$ cat config.mk
export PLATFORM = sky130hd
export DESIGN_NAME = cooling_capacity_governor
export DESIGN_NICKNAME = d
export VERILOG_FILES = /design/src/design/ccg_pkg.sv /design/src/design/ccg_core.sv /design/src/design/cooling_capacity_governor.sv
export VERILOG_INCLUDE_DIRS = /design/src /design/src/design
export SDC_FILE = /design/constraint.sdc
export NUM_CORES = 1
export LEC_CHECK = 0
export BUFFER_PORTS_ARGS = -buffer_cell sky130_fd_sc_hd__buf_4
export CAP_MARGIN = 15
export CORE_UTILIZATION = 39
export CTS_CLUSTER_DIAMETER = 200
export DETAILED_ROUTE_END_ITERATION = 12
export GPL_TIMING_DRIVEN = 0
export PLACE_DENSITY = 0.61
export SLEW_MARGIN = 20
export SYNTH_ARGS = -nofsm -noshare
export SYNTH_HDL_FRONTEND = slang
export SYNTH_SLANG_ARGS = --single-unit
$ cat constraint.sdc
create_clock -name clk -period 31.5 [get_ports clk]
set_input_delay 7.875 -clock clk [delete_from_list [all_inputs] [get_ports clk]]
set_output_delay 7.875 -clock clk [all_outputs]
set_load 0.03 [all_outputs]
$ cat src/design/cooling_capacity_governor_assert.svh
// Assertion macros for the cooling capacity governor.
`ifndef COOLING_CAPACITY_GOVERNOR_ASSERT_SVH
`define COOLING_CAPACITY_GOVERNOR_ASSERT_SVH

// Checked only while out of reset.
`define CCG_ASSERT(name, prop, msg) \
    name: assert property (@(posedge clk) disable iff (!rst_n) prop) else $error(msg);

// Checked at every edge, reset included.
`define CCG_ASSERT_ALWAYS(name, prop, msg) \
    name: assert property (@(posedge clk) prop) else $error(msg);

`endif

$ cat src/design/ccg_pkg.sv
// Types, constants and helpers shared by the cooling capacity governor.
package ccg_pkg;

    typedef struct packed {
        logic               soft_reset;
        logic signed [15:0] temp_error;
        logic signed [15:0] temperature;
        logic [15:0]        elapsed;
        logic [9:0]         fan_now;
        logic [9:0]         fan_target;
        logic [15:0]        capacity_in;
        logic [9:0]         compressor_freq;
    } in_item_t;

    typedef struct packed {
        logic [10:0] fan_out;
        logic [21:0] capacity_out_x40;
        logic [1:0]  mode_out;
    } out_item_t;

    typedef struct packed {
        logic [15:0] speed_period;
        logic [15:0] factor_period;
        logic [9:0]  freq_limit;
    } cfg_t;

    typedef enum logic [2:0] {
        MODE_IDLE   = 3'b001,
        MODE_STABLE = 3'b010,
        MODE_CHANGE = 3'b100
    } mode_t;

    typedef enum logic [1:0] {
        TREND_NONE = 2'd0,
        TREND_UP   = 2'd1,
        TREND_DOWN = 2'd2
    } trend_t;

    // Register indexes on the configuration port
    localparam logic [1:0] CFG_SPEED_PERIOD  = 2'd0;
    localparam logic [1:0] CFG_FACTOR_PERIOD = 2'd1;
    localparam logic [1:0] CFG_FREQ_LIMIT    = 2'd2;

    localparam logic [15:0] SPEED_PERIOD_RST  = 16'd120;
    localparam logic [15:0] FACTOR_PERIOD_RST = 16'd300;
    localparam logic [9:0]  FREQ_LIMIT_RST    = 10'd60;

    // Mode codes as reported on mode_out
    localparam logic [1:0] MODE_CODE_IDLE   = 2'd0;
    localparam logic [1:0] MODE_CODE_STABLE = 2'd1;
    localparam logic [1:0] MODE_CODE_CHANGE = 2'd2;

    // Temperature error thresholds
    localparam logic signed [15:0] TE_CHANGE  = 16'sd10;
    localparam logic signed [15:0] TE_SETTLED = 16'sd5;
    localparam logic signed [15:0] TE_COLD    = 16'sd1;
    localparam logic signed [15:0] TE_FAST    = 16'sd30;
    localparam logic signed [15:0] TE_BAND4   = 16'sd60;
    localparam logic signed [15:0] TE_BAND3   = 16'sd45;
    localparam logic signed [15:0] TE_BAND2   = 16'sd30;
    localparam logic signed [15:0] TE_BAND1   = 16'sd15;

    localparam logic [10:0] BOOST4 = 11'd40;
    localparam logic [10:0] BOOST3 = 11'd30;
    localparam logic [10:0] BOOST2 = 11'd20;
    localparam logic [10:0] BOOST1 = 11'd10;

    localparam logic signed [16:0] DROP_BIG   = 17'sd10;
    localparam logic signed [16:0] DROP_SMALL = 17'sd5;

    // Capacity factor in 0.025 steps: 40 is unity
    localparam logic [5:0] CAP_UNITY       = 6'd40;
    localparam logic [5:0] CAP_CHANGE_INIT = 6'd36;
    localparam logic [2:0] ALPHA_INIT      = 3'd4;
    localparam logic signed [3:0] ALPHA_TOP_LOWER = 4'sd4;
    localparam logic signed [3:0] ALPHA_TOP_RAISE = 4'sd2;
    localparam logic [3:0] BETA_MAX        = 4'd8;
    localparam logic [31:0] SPEED_START    = 32'd60;

    localparam logic signed [47:0] DELTA_MAX = {1'b0, {47{1'b1}}};
    localparam logic signed [47:0] DELTA_MIN = {1'b1, {47{1'b0}}};

    function automatic logic [31:0] sat_add32(input logic [31:0] a, input logic [15:0] b);
        logic [32:0] s;
        s = {1'b0, a} + {17'd0, b};
        return s[32] ? 32'hFFFF_FFFF : s[31:0];
    endfunction

endpackage

$ cat src/design/ccg_core.sv
// Governor state and the combinational next-state and result logic.
module ccg_core
(
    input  logic             clk,
    input  logic             rst_n,
    input  logic             fire,
    input  ccg_pkg::in_item_t item,
    input  ccg_pkg::cfg_t    cfg,
    output ccg_pkg::out_item_t result
);

    ccg_pkg::mode_t    mode_reg, mode_next;
    ccg_pkg::trend_t   trend_reg, trend_next;
    logic              raising_reg, raising_next;
    logic [1:0]        osc_reg, osc_next;
    logic              watch_reg, watch_next;
    logic              long_reg, long_next;
    logic [31:0]       period_timer_reg, period_timer_next;
    logic [31:0]       speed_timer_reg, speed_timer_next;
    logic signed [15:0] window_reg, window_next;
    logic [2:0]        alpha_reg, alpha_next;
    logic [3:0]        beta_reg, beta_next;
    logic signed [47:0] delta_reg, delta_next;
    logic [10:0]       fan_hold_reg, fan_hold_next;
    logic [21:0]       cap_hold_reg, cap_hold_next;

    logic               te_high, te_settled, delta_le0;
    logic [15:0]        period_sel;
    logic               stable_hit, speed_hit, factor_hit;
    logic [3:0]         beta_settle, beta_up, beta_dn;
    logic [1:0]         osc_inc;
    logic [10:0]        fan_boost;
    logic signed [16:0] drop, need;
    logic signed [3:0]  alpha_sum, alpha_top;
    logic [2:0]         alpha_adj, alpha_use;
    logic               raise_new;
    logic [5:0]         cap_factor;
    logic [21:0]        cap_prod;
    logic [18:0]        alpha_prod;
    logic signed [48:0] delta_sum;
    logic signed [47:0] delta_sat;

    assign te_high    = item.temp_error > ccg_pkg::TE_CHANGE;
    assign te_settled = item.temp_error <= ccg_pkg::TE_SETTLED;
    assign delta_le0  = delta_reg[47] || (delta_reg == '0);

    assign period_sel = long_reg ? cfg.factor_period : cfg.speed_period;
    assign stable_hit = period_timer_reg >= {16'd0, period_sel};
    assign speed_hit  = speed_timer_reg >= {16'd0, cfg.speed_period};
    assign factor_hit = period_timer_reg >= {16'd0, cfg.factor_period};

    assign beta_settle = te_settled ? 4'd1 : 4'd0;
    assign beta_up     = (beta_reg < ccg_pkg::BETA_MAX) ? beta_reg + 4'd1 : beta_reg;
    assign beta_dn     = (beta_reg >= 4'd2) ? beta_reg - 4'd2 : 4'd0;
    assign osc_inc     = osc_reg + 2'd1;

    always_comb
    begin
        priority if (item.temp_error > ccg_pkg::TE_BAND4)
            fan_boost = {1'b0, item.fan_target} + ccg_pkg::BOOST4;
        else if (item.temp_error > ccg_pkg::TE_BAND3)
            fan_boost = {1'b0, item.fan_target} + ccg_pkg::BOOST3;
        else if (item.temp_error > ccg_pkg::TE_BAND2)
            fan_boost = {1'b0, item.fan_target} + ccg_pkg::BOOST2;
        else if (item.temp_error > ccg_pkg::TE_BAND1)
            fan_boost = {1'b0, item.fan_target} + ccg_pkg::BOOST1;
        else
            fan_boost = {1'b0, item.fan_target};
    end

    // Direction update in the regular change-mode step
    always_comb
    begin
        raise_new = raising_reg;
        if (raising_reg && (item.compressor_freq > cfg.freq_limit))
            raise_new = 1'b0;
        else if (!raising_reg && (item.compressor_freq <= cfg.freq_limit) && !delta_le0)
            raise_new = 1'b1;
    end

    assign drop      = {window_reg[15], window_reg} - {item.temperature[15], item.temperature};
    assign need      = (item.temp_error > ccg_pkg::TE_FAST) ? ccg_pkg::DROP_BIG
                                                            : ccg_pkg::DROP_SMALL;
    assign alpha_sum = $signed({1'b0, alpha_reg}) + ((drop >= need) ? 4'sd1 : -4'sd1);
    assign alpha_top = raise_new ? ccg_pkg::ALPHA_TOP_RAISE : ccg_pkg::ALPHA_TOP_LOWER;

    always_comb
    begin
        priority if (alpha_sum > alpha_top)
            alpha_adj = alpha_top[2:0];
        else if (alpha_sum < 4'sd0)
            alpha_adj = 3'd0;
        else
            alpha_adj = alpha_sum[2:0];
    end

    assign alpha_use  = factor_hit ? alpha_adj : alpha_reg;
    assign alpha_prod = 19'(alpha_use) * 19'(item.capacity_in);
    assign delta_sum  = raise_new ? {delta_reg[47], delta_reg} - {30'd0, alpha_prod}
                                  : {delta_reg[47], delta_reg} + {30'd0, alpha_prod};
    assign delta_sat  = (delta_sum[48] != delta_sum[47])
                      ? (delta_sum[48] ? ccg_pkg::DELTA_MIN : ccg_pkg::DELTA_MAX)
                      : delta_sum[47:0];

    assign cap_prod = 22'(cap_factor) * 22'(item.capacity_in);

    always_comb
    begin
        mode_next         = mode_reg;
        trend_next        = trend_reg;
        raising_next      = raising_reg;
        osc_next          = osc_reg;
        watch_next        = watch_reg;
        long_next         = long_reg;
        period_timer_next = period_timer_reg;
        speed_timer_next  = speed_timer_reg;
        window_next       = window_reg;
        alpha_next        = alpha_reg;
        beta_next         = beta_reg;
        delta_next        = delta_reg;
        fan_hold_next     = fan_hold_reg;
        cap_factor        = ccg_pkg::CAP_UNITY;
        cap_hold_next     = cap_prod;

        if (item.soft_reset)
        begin
            mode_next         = ccg_pkg::MODE_IDLE;
            trend_next        = ccg_pkg::TREND_NONE;
            osc_next          = 2'd0;
            watch_next        = 1'b0;
            long_next         = 1'b0;
            period_timer_next = '0;
            speed_timer_next  = '0;
            window_next       = '0;
            alpha_next        = ccg_pkg::ALPHA_INIT;
            beta_next         = '0;
            delta_next        = '0;
            fan_hold_next     = '0;
            cap_hold_next     = cap_hold_reg;
        end
        else
        begin
            unique case (mode_reg)
                ccg_pkg::MODE_IDLE,
                ccg_pkg::MODE_STABLE:
                begin
                    if (te_high)
                    begin
                        mode_next         = ccg_pkg::MODE_CHANGE;
                        raising_next      = 1'b0;
                        alpha_next        = ccg_pkg::ALPHA_INIT;
                        window_next       = item.temperature;
                        fan_hold_next     = {1'b0, item.fan_now};
                        cap_factor        = ccg_pkg::CAP_CHANGE_INIT;
                        delta_next        = {30'd0, item.capacity_in, 2'b00};
                        period_timer_next = {16'd0, item.elapsed};
                        speed_timer_next  = (mode_reg == ccg_pkg::MODE_IDLE)
                                          ? ccg_pkg::sat_add32(ccg_pkg::SPEED_START,
                                                               item.elapsed)
                                          : {16'd0, item.elapsed};
                    end
                    else if (mode_reg == ccg_pkg::MODE_IDLE)
                    begin
                        mode_next         = ccg_pkg::MODE_STABLE;
                        trend_next        = ccg_pkg::TREND_NONE;
                        osc_next          = 2'd0;
                        watch_next        = 1'b0;
                        long_next         = 1'b0;
                        beta_next         = beta_settle;
                        delta_next        = '0;
                        fan_hold_next     = {1'b0, item.fan_now};
                        cap_factor        = ccg_pkg::CAP_UNITY - {2'b00, beta_settle};
                        period_timer_next = {16'd0, item.elapsed};
                    end
                    else
                    begin
                        period_timer_next = ccg_pkg::sat_add32(period_timer_reg, item.elapsed);
                        if (stable_hit)
                        begin
                            period_timer_next = {16'd0, item.elapsed};
                            if (item.temp_error <= ccg_pkg::TE_COLD)
                            begin
                                if (!watch_reg && (period_sel == cfg.speed_period))
                                    watch_next = 1'b1;
                                trend_next = ccg_pkg::TREND_UP;
                                beta_next  = beta_up;
                            end
                            else if ((item.temp_error >= ccg_pkg::TE_SETTLED) &&
                                     (beta_reg != 4'd0))
                            begin
                                if (watch_reg && (trend_reg == ccg_pkg::TREND_UP))
                                begin
                                    if (osc_inc >= 2'd2)
                                    begin
                                        long_next  = 1'b1;
                                        watch_next = 1'b0;
                                        osc_next   = 2'd0;
                                    end
                                    else
                                        osc_next = osc_inc;
                                end
                                trend_next = ccg_pkg::TREND_DOWN;
                                beta_next  = beta_dn;
                            end
                        end
                        fan_hold_next = {1'b0, item.fan_now};
                        cap_factor    = ccg_pkg::CAP_UNITY - {2'b00, beta_next};
                    end
                end
                ccg_pkg::MODE_CHANGE:
                begin
                    priority if ((!te_high && delta_le0) || te_settled)
                    begin
                        mode_next         = ccg_pkg::MODE_STABLE;
                        trend_next        = ccg_pkg::TREND_NONE;
                        osc_next          = 2'd0;
                        watch_next        = 1'b0;
                        long_next         = 1'b0;
                        beta_next         = beta_settle;
                        delta_next        = '0;
                        fan_hold_next     = {1'b0, item.fan_target};
                        cap_factor        = ccg_pkg::CAP_UNITY - {2'b00, beta_settle};
                        period_timer_next = {16'd0, item.elapsed};
                        speed_timer_next  = '0;
                    end
                    else if (delta_le0)
                    begin
                        raising_next      = 1'b0;
                        alpha_next        = ccg_pkg::ALPHA_INIT;
                        window_next       = item.temperature;
                        fan_hold_next     = {1'b0, item.fan_now};
                        cap_factor        = ccg_pkg::CAP_CHANGE_INIT;
                        delta_next        = {30'd0, item.capacity_in, 2'b00};
                        period_timer_next = {16'd0, item.elapsed};
                    end
                    else
                    begin
                        raising_next     = raise_new;
                        fan_hold_next    = speed_hit ? fan_boost : {1'b0, item.fan_now};
                        speed_timer_next = speed_hit ? {16'd0, item.elapsed}
                                         : ccg_pkg::sat_add32(speed_timer_reg, item.elapsed);
                        if (factor_hit)
                        begin
                            period_timer_next = {16'd0, item.elapsed};
                            window_next       = item.temperature;
                        end
                        else
                            period_timer_next = ccg_pkg::sat_add32(period_timer_reg,
                                                                   item.elapsed);
                        alpha_next = alpha_use;
                        cap_factor = raise_new ? ccg_pkg::CAP_UNITY + {3'b000, alpha_use}
                                               : ccg_pkg::CAP_UNITY - {3'b000, alpha_use};
                        delta_next = delta_sat;
                    end
                end
                default:
                begin
                    mode_next = ccg_pkg::MODE_IDLE;
                end
            endcase
        end
    end

    always_ff @(posedge clk or negedge rst_n)
    begin
        if (!rst_n)
        begin
            mode_reg         <= ccg_pkg::MODE_IDLE;
            trend_reg        <= ccg_pkg::TREND_NONE;
            raising_reg      <= 1'b0;
            osc_reg          <= 2'd0;
            watch_reg        <= 1'b0;
            long_reg         <= 1'b0;
            period_timer_reg <= '0;
            speed_timer_reg  <= '0;
            window_reg       <= '0;
            alpha_reg        <= ccg_pkg::ALPHA_INIT;
            beta_reg         <= '0;
            delta_reg        <= '0;
            fan_hold_reg     <= '0;
            cap_hold_reg     <= '0;
        end
        else if (fire)
        begin
            mode_reg         <= mode_next;
            trend_reg        <= trend_next;
            raising_reg      <= raising_next;
            osc_reg          <= osc_next;
            watch_reg        <= watch_next;
            long_reg         <= long_next;
            period_timer_reg <= period_timer_next;
            speed_timer_reg  <= speed_timer_next;
            window_reg       <= window_next;
            alpha_reg        <= alpha_next;
            beta_reg         <= beta_next;
            delta_reg        <= delta_next;
            fan_hold_reg     <= fan_hold_next;
            cap_hold_reg     <= cap_hold_next;
        end
    end

    always_comb
    begin
        result.fan_out          = fan_hold_next;
        result.capacity_out_x40 = cap_hold_next;
        unique case (mode_next)
            ccg_pkg::MODE_IDLE:   result.mode_out = ccg_pkg::MODE_CODE_IDLE;
            ccg_pkg::MODE_STABLE: result.mode_out = ccg_pkg::MODE_CODE_STABLE;
            ccg_pkg::MODE_CHANGE: result.mode_out = ccg_pkg::MODE_CODE_CHANGE;
            default:              result.mode_out = ccg_pkg::MODE_CODE_IDLE;
        endcase
    end

endmodule

$ cat src/design/cooling_capacity_governor.sv
// Top level of the cooling capacity governor: ports, registers and pipeline.
// One transaction is taken per cycle while the output side is not stalled.
// A sample passes through an input register (s1_item_reg), then the
// governor's state update and capacity trim run combinationally into the
// result register (out_data_reg). The rate is set by the state update loop
// in ccg_core, which each sample must close before the next one can use the
// state it leaves. Configuration registers are written through
// cfg_we/cfg_index/cfg_wdata; index 3 is ignored.
module cooling_capacity_governor
(
    input  logic               clk,
    input  logic               rst_n,
    input  logic               in_valid,
    output logic               in_ready,
    input  ccg_pkg::in_item_t  in_data,
    output logic               out_valid,
    input  logic               out_ready,
    output ccg_pkg::out_item_t out_data,
    input  logic               cfg_we,
    input  logic [1:0]         cfg_index,
    input  logic [15:0]        cfg_wdata
);

    ccg_pkg::cfg_t      cfg_reg;
    ccg_pkg::in_item_t  s1_item_reg;
    logic               s1_valid_reg;
    ccg_pkg::out_item_t out_data_reg;
    logic               out_valid_reg;
    ccg_pkg::out_item_t core_result;
    logic               advance;
    logic               in_fire;

    assign advance   = s1_valid_reg && (!out_valid_reg || out_ready);
    assign in_ready  = !s1_valid_reg || advance;
    assign in_fire   = in_valid && in_ready;
    assign out_valid = out_valid_reg;
    assign out_data  = out_data_reg;

    always_ff @(posedge clk or negedge rst_n)
    begin
        if (!rst_n)
        begin
            cfg_reg.speed_period  <= ccg_pkg::SPEED_PERIOD_RST;
            cfg_reg.factor_period <= ccg_pkg::FACTOR_PERIOD_RST;
            cfg_reg.freq_limit    <= ccg_pkg::FREQ_LIMIT_RST;
        end
        else if (cfg_we)
        begin
            unique case (cfg_index)
                ccg_pkg::CFG_SPEED_PERIOD:  cfg_reg.speed_period  <= cfg_wdata;
                ccg_pkg::CFG_FACTOR_PERIOD: cfg_reg.factor_period <= cfg_wdata;
                ccg_pkg::CFG_FREQ_LIMIT:    cfg_reg.freq_limit    <= cfg_wdata[9:0];
                default:                    cfg_reg               <= cfg_reg;
            endcase
        end
    end

    always_ff @(posedge clk or negedge rst_n)
    begin
        if (!rst_n)
        begin
            s1_valid_reg  <= 1'b0;
            out_valid_reg <= 1'b0;
        end
        else
        begin
            if (in_fire)
                s1_valid_reg <= 1'b1;
            else if (advance)
                s1_valid_reg <= 1'b0;

            if (advance)
                out_valid_reg <= 1'b1;
            else if (out_ready)
                out_valid_reg <= 1'b0;
        end
    end

    always_ff @(posedge clk)
    begin
        if (in_fire)
            s1_item_reg <= in_data;
        if (advance)
            out_data_reg <= core_result;
    end

    ccg_core u_core
    (
        .clk    (clk),
        .rst_n  (rst_n),
        .fire   (advance),
        .item   (s1_item_reg),
        .cfg    (cfg_reg),
        .result (core_result)
    );

`include "cooling_capacity_governor_assert.svh"

    `CCG_ASSERT_ALWAYS(a_reset_empty, !rst_n |-> !out_valid_reg && !s1_valid_reg, "pipeline not empty in reset")
    `CCG_ASSERT(a_stall_means_full, !in_ready |-> s1_valid_reg && out_valid_reg, "input stalled with room")
    `CCG_ASSERT(a_advance_fills_out, advance |=> out_valid_reg, "advanced transaction lost")
    `CCG_ASSERT(a_idle_fan_zero, out_valid_reg && (out_data_reg.mode_out == ccg_pkg::MODE_CODE_IDLE) |-> out_data_reg.fan_out == 11'd0, "idle result with nonzero fan")
    `CCG_ASSERT(a_stable_no_boost, out_valid_reg && (out_data_reg.mode_out == ccg_pkg::MODE_CODE_STABLE) |-> out_data_reg.fan_out[10] == 1'b0, "boosted fan in stable mode")

endmodule
# == Word level (Yosys, flattened, before mapping) ==
# Cells that the tools add are included.
# op_classes
addsub,18
eq_ne,28
n_reduce_logical,41
n_bitwise,1
multipliers,2
n_lt_le_gt_ge,19
mux,130
# op_table
operator,n
$mux 32,16
$mux 48,7
$pmux 32 s2,2
$ge 32x16->1,3
$mux 16,6
$pmux 48 s2,1
$mux 11,8
$add 32x16->33,2
$mux 4,15
$add 48x20->49,1
$mux 49,1
$sub 48x20->49,1
$logic_not 48->1,1
$mux 3,12
$mux 6,6
$gt 16x5->1 const B,2
$gt 16x7->1 const B,2
$pmux 16 s2,1
$mux 2,15
$mux 1,28
$ne 4x2->1 const B,6
$add 10x5->11 const B,2
$mul 6x16->22,1
$mux 22,1
other kinds (61),99
# totals
in_bits,118
regBits,352
out_inout_bits,37
wordCells,269

# == Longest topological paths before layout ==
# depth
word_depth,19
depth_mapped,55
depth_no_buf,52

# == Hierarchy ==
# A second synthesis with hierarchy kept.
# hier_totals
hier_cells,2929
hier_area_um2,27351.2
# by_module_without_submodules
module,instances,seq_area_each_um2,cells_each,area_per_inst_um2
ccg_core,1,4456.8,2701,21758.4
cooling_capacity_governor,1,5019.8,228,5592.9

# == Worst setup path before layout ==
# Ideal clock, no wire load.
# synth_timing
path_type,input to output
startpoint,input port out_ready
endpoint,output port in_ready
stages,1
t_arrival_ps,8221
n_path_buf,0
t_required_ps,23625
slack_ps,15404
path_cell_list,nand3b_1
# synth_between
elab_chain_len,3
# synth_lines
item,line_no,source
start: declaration,cooling_capacity_governor.sv:17,"input logic out_ready,"
$logic_or 1x1->1,cooling_capacity_governor.sv:33,assign advance = s1_valid_reg && (!out_valid_reg || out_ready);
$logic_and 1x1->1,cooling_capacity_governor.sv:33,
$logic_or 1x1->1,cooling_capacity_governor.sv:34,assign in_ready = !s1_valid_reg || advance;
end: declaration,cooling_capacity_governor.sv:14,"output logic in_ready,"
# No other way between the ends.

# == Worst setup path after layout ==
# Same ends and word-level chain as after synthesis.

==> flow_summary.toml <==
[sta]
skew_ns = 0.0261
fmax_ghz = 0.0616
fin_crit_sh_pct = 51.5
slew_headroom_pct = 20.2
setup_viol = 0
tightest_slew_ns = 1.19
post-route-min-period_ns = 16.23
hold_viol = 0
tns_ns = 0
rsz0062_at_grt = "false"
final_max_slew_viol_count = 0

[global_routing]
grt_start_max_net_pins = 63
grt_usage_pct = 21.6
grt_pass1_wl_um = 121000
grt_pass1_vias = 21700
grt_antenna_before_repair = 0
overflow = 0

[yosys]
netlist_instances = 2928
seq_area_frac_synth_pct = 35.3
yosysWarnings = 0
avgSynthCellArea_um2 = 9.18
synth_mux_area_share_pct = 3.21
netlist_area_um2 = 26900
synth_top_family_by_area = "compound AO/OA/AOI/OAI gates"
yosys.area_share.adder_pct = 16.4
synthesis.nets = 3353
synth_cell_type_count = 97
synth_compound_area_share_pct = 19.5
synthXorXnorAreaFrac_pct = 3.88
ys_ff_latch = 352
async_flop_share_pct = 63.1
synthSimpleGateAreaFrac_pct = 16.7
ys.flop_type = "dfrtp_1"
synth-edff-count = 130

[cells_and_area]
final_cell_mix = "nand2_1, ha_1, inv_1, o21ai_0, dfrtp_1"
fin_nets = 3558
fill_cells = 6577
largest_register_ffs = 95
syn_to_final_growth_pct = 14.1
final_core_util_pct = 45.3
num_antenna_cells = 0
final_common_cell = "nand2_1"
multi_input_area_um2 = 16100
drive_gt1_share_pct = 11.6
regArea_um2 = 9480

[worst_setup_path]
critPathKind = "primary input to primary output"
reg2reg_from = "s1_item_reg[87]"
critPathMaxFanout = 3
cp-end-kind = "primary output"
startpoint_type = "primary input"
r2r_slack_ns = 16.74
required_ns = 23.63
reg2regPathDepth = 49
cp.arrival_ns = 8.35
rr_endpoint = "u_core.delta_reg[42]"

[place]
gp_congestion = 0.924
dpl.hpwl_um = 58900
io_buffers = 154

[worst_hold_path]
hold_end = "u_core.speed_timer_reg[26]"
holdCritStartpoint = "u_core.speed_timer_reg[26]"
worstHoldPathType = "flip-flop to flip-flop"
whs_path_depth = 1

[clock_tree]
cts_root_buf = "clkbuf_16"
cts_hold_buffers = 0
clk_latency_ns = 0.58
cts_inserted_buffers = 42
htreeDepth = 2
clock-sinks = 352
clk_pin_slew_worst_paths_ns = 0.06
cts_tree = "built"
cts_setup_buffers = 0
cts_resized = 0
clk_path_buf_depth = 3

[drt]
vias_per_cell = 5.55
drt-total-wl_um = 75900
routedWlPerCell_um = 18.8
dr.pass1.iters = 7
vias = 22400
drtAntennaViolNets = 0
drt_iter0_markers = 1777
drc = 0

[outcome]
status = "finished, final reports clean"

[pwr]
internal-power_uw = 1610
leakagePower_uw = 0.0141
clockPowerShare_pct = 16.0
peakVddDrop_v = 0.0000600
comb_power_share_pct = 62.4
swShare_pct = 46.7
seqPwrFrac_pct = 21.6
power.density_nw_per_um2 = 98.4
p_sw_uw = 1410

[floorplanning]
io_pins = 155
initial_core_util_pct = 39.7
core_um2 = 67600
core.rowCount = 95
dieHeight_um = 264
die_x_um = 264
design.die.area_um2 = 70000

[flow_run]
cap_violations = 0
-- synthesized netlist by cell type (all sizes together) (27+ instances only) --
cell,instances,area share [%]
a21oi,167,3.1
inv,229,3.2
dfrtp,208,19
nor3,39,0.76
xnor2,69,2.2
a31oi,32,0.74
mux2i,31,1.2
and2,59,1.4
o21ai,222,4.1
clkbuf,81,1.2
o31ai,38,1.1
mux2,49,2.1
nand4,27,0.63
nand2b,42,0.98
a21o,71,2.0
nand2,364,5.1
nor2,182,2.5
edfxtp,130,15
fa,77,5.7
xor2,50,1.6
buf,34,0.60
nand3,48,0.89
o21a,29,0.81
ha,230,11
nor4,36,0.84
nor2b,36,0.84
-- metal layers --
metal | vias to the layer above | track usage [%] | share of wire [%]
met5 | - | 0 | 0
met1 | 10900 | 32.0 | 49
li1 | 10900 | - | -
met3 | 88 | 3.17 | 5.4
met4 | 0 | 5.67 | 2.3
met2 | 538 | 32.8 | 43
-- worst max-delay path: stages --
cell and delay, ns:
buf_4 0.11, nand3b_1 0.18, buf_4 0.19
-- cell type report --
type	count	area share, %
Multi-Input combinational cell	2230	52.4
Sequential cell	352	30.9
Timing Repair Buffer	161	4.31
Clock buffer	56	3.80
Tap cell	873	3.56
Inverter	231	2.83
Buffer	115	1.54
Clock inverter	22	0.649
-- stage by stage --
step	power (µW)	setup slack, ns	cells	area [µm²]	hold slack (ns)
final	3020	15.27	4040	30700	0.479
after CTS	3020	15.27	4040	30700	0.480
after global placement	2510	15.27	3955	29100	0.461
after floorplan	2070	15.40	2928	26900	0.444
after global routing	3290	15.24	4040	30700	0.489
after detailed placement	2520	15.27	3962	29300	0.463
-- cell families after synthesis --
kind of cell,count (synthesis)
AND/OR/NAND/NOR,929
AO/OA/AOI/OAI,795
buffers and inverters,346
flip-flops,352
multiplexers,80
XOR/XNOR,119
adder cells (fa/ha/maj),307
-- worst max path at each step --
stage                     startpoint       end  slack, ns
after floorplan            out_ready  in_ready      15.40
after global placement     out_ready  in_ready      15.27
after detailed placement   out_ready  in_ready      15.27
after CTS                  out_ready  in_ready      15.27
after global routing       out_ready  in_ready      15.24
final                      out_ready  in_ready      15.27
-- power by group through the flow --
stage | Combinational [µW] | Clock [µW] | Sequential [µW]
2_1_floorplan | 1400 | 0 | 662
3_3_place_gp | 1850 | 0 | 656
3_5_place_dp | 1860 | 0 | 656
4_1_cts | 1880 | 497 | 649
5_1_grt | 2120 | 514 | 661
6_report | 1880 | 483 | 651
(Power assumes the default switching activity.)
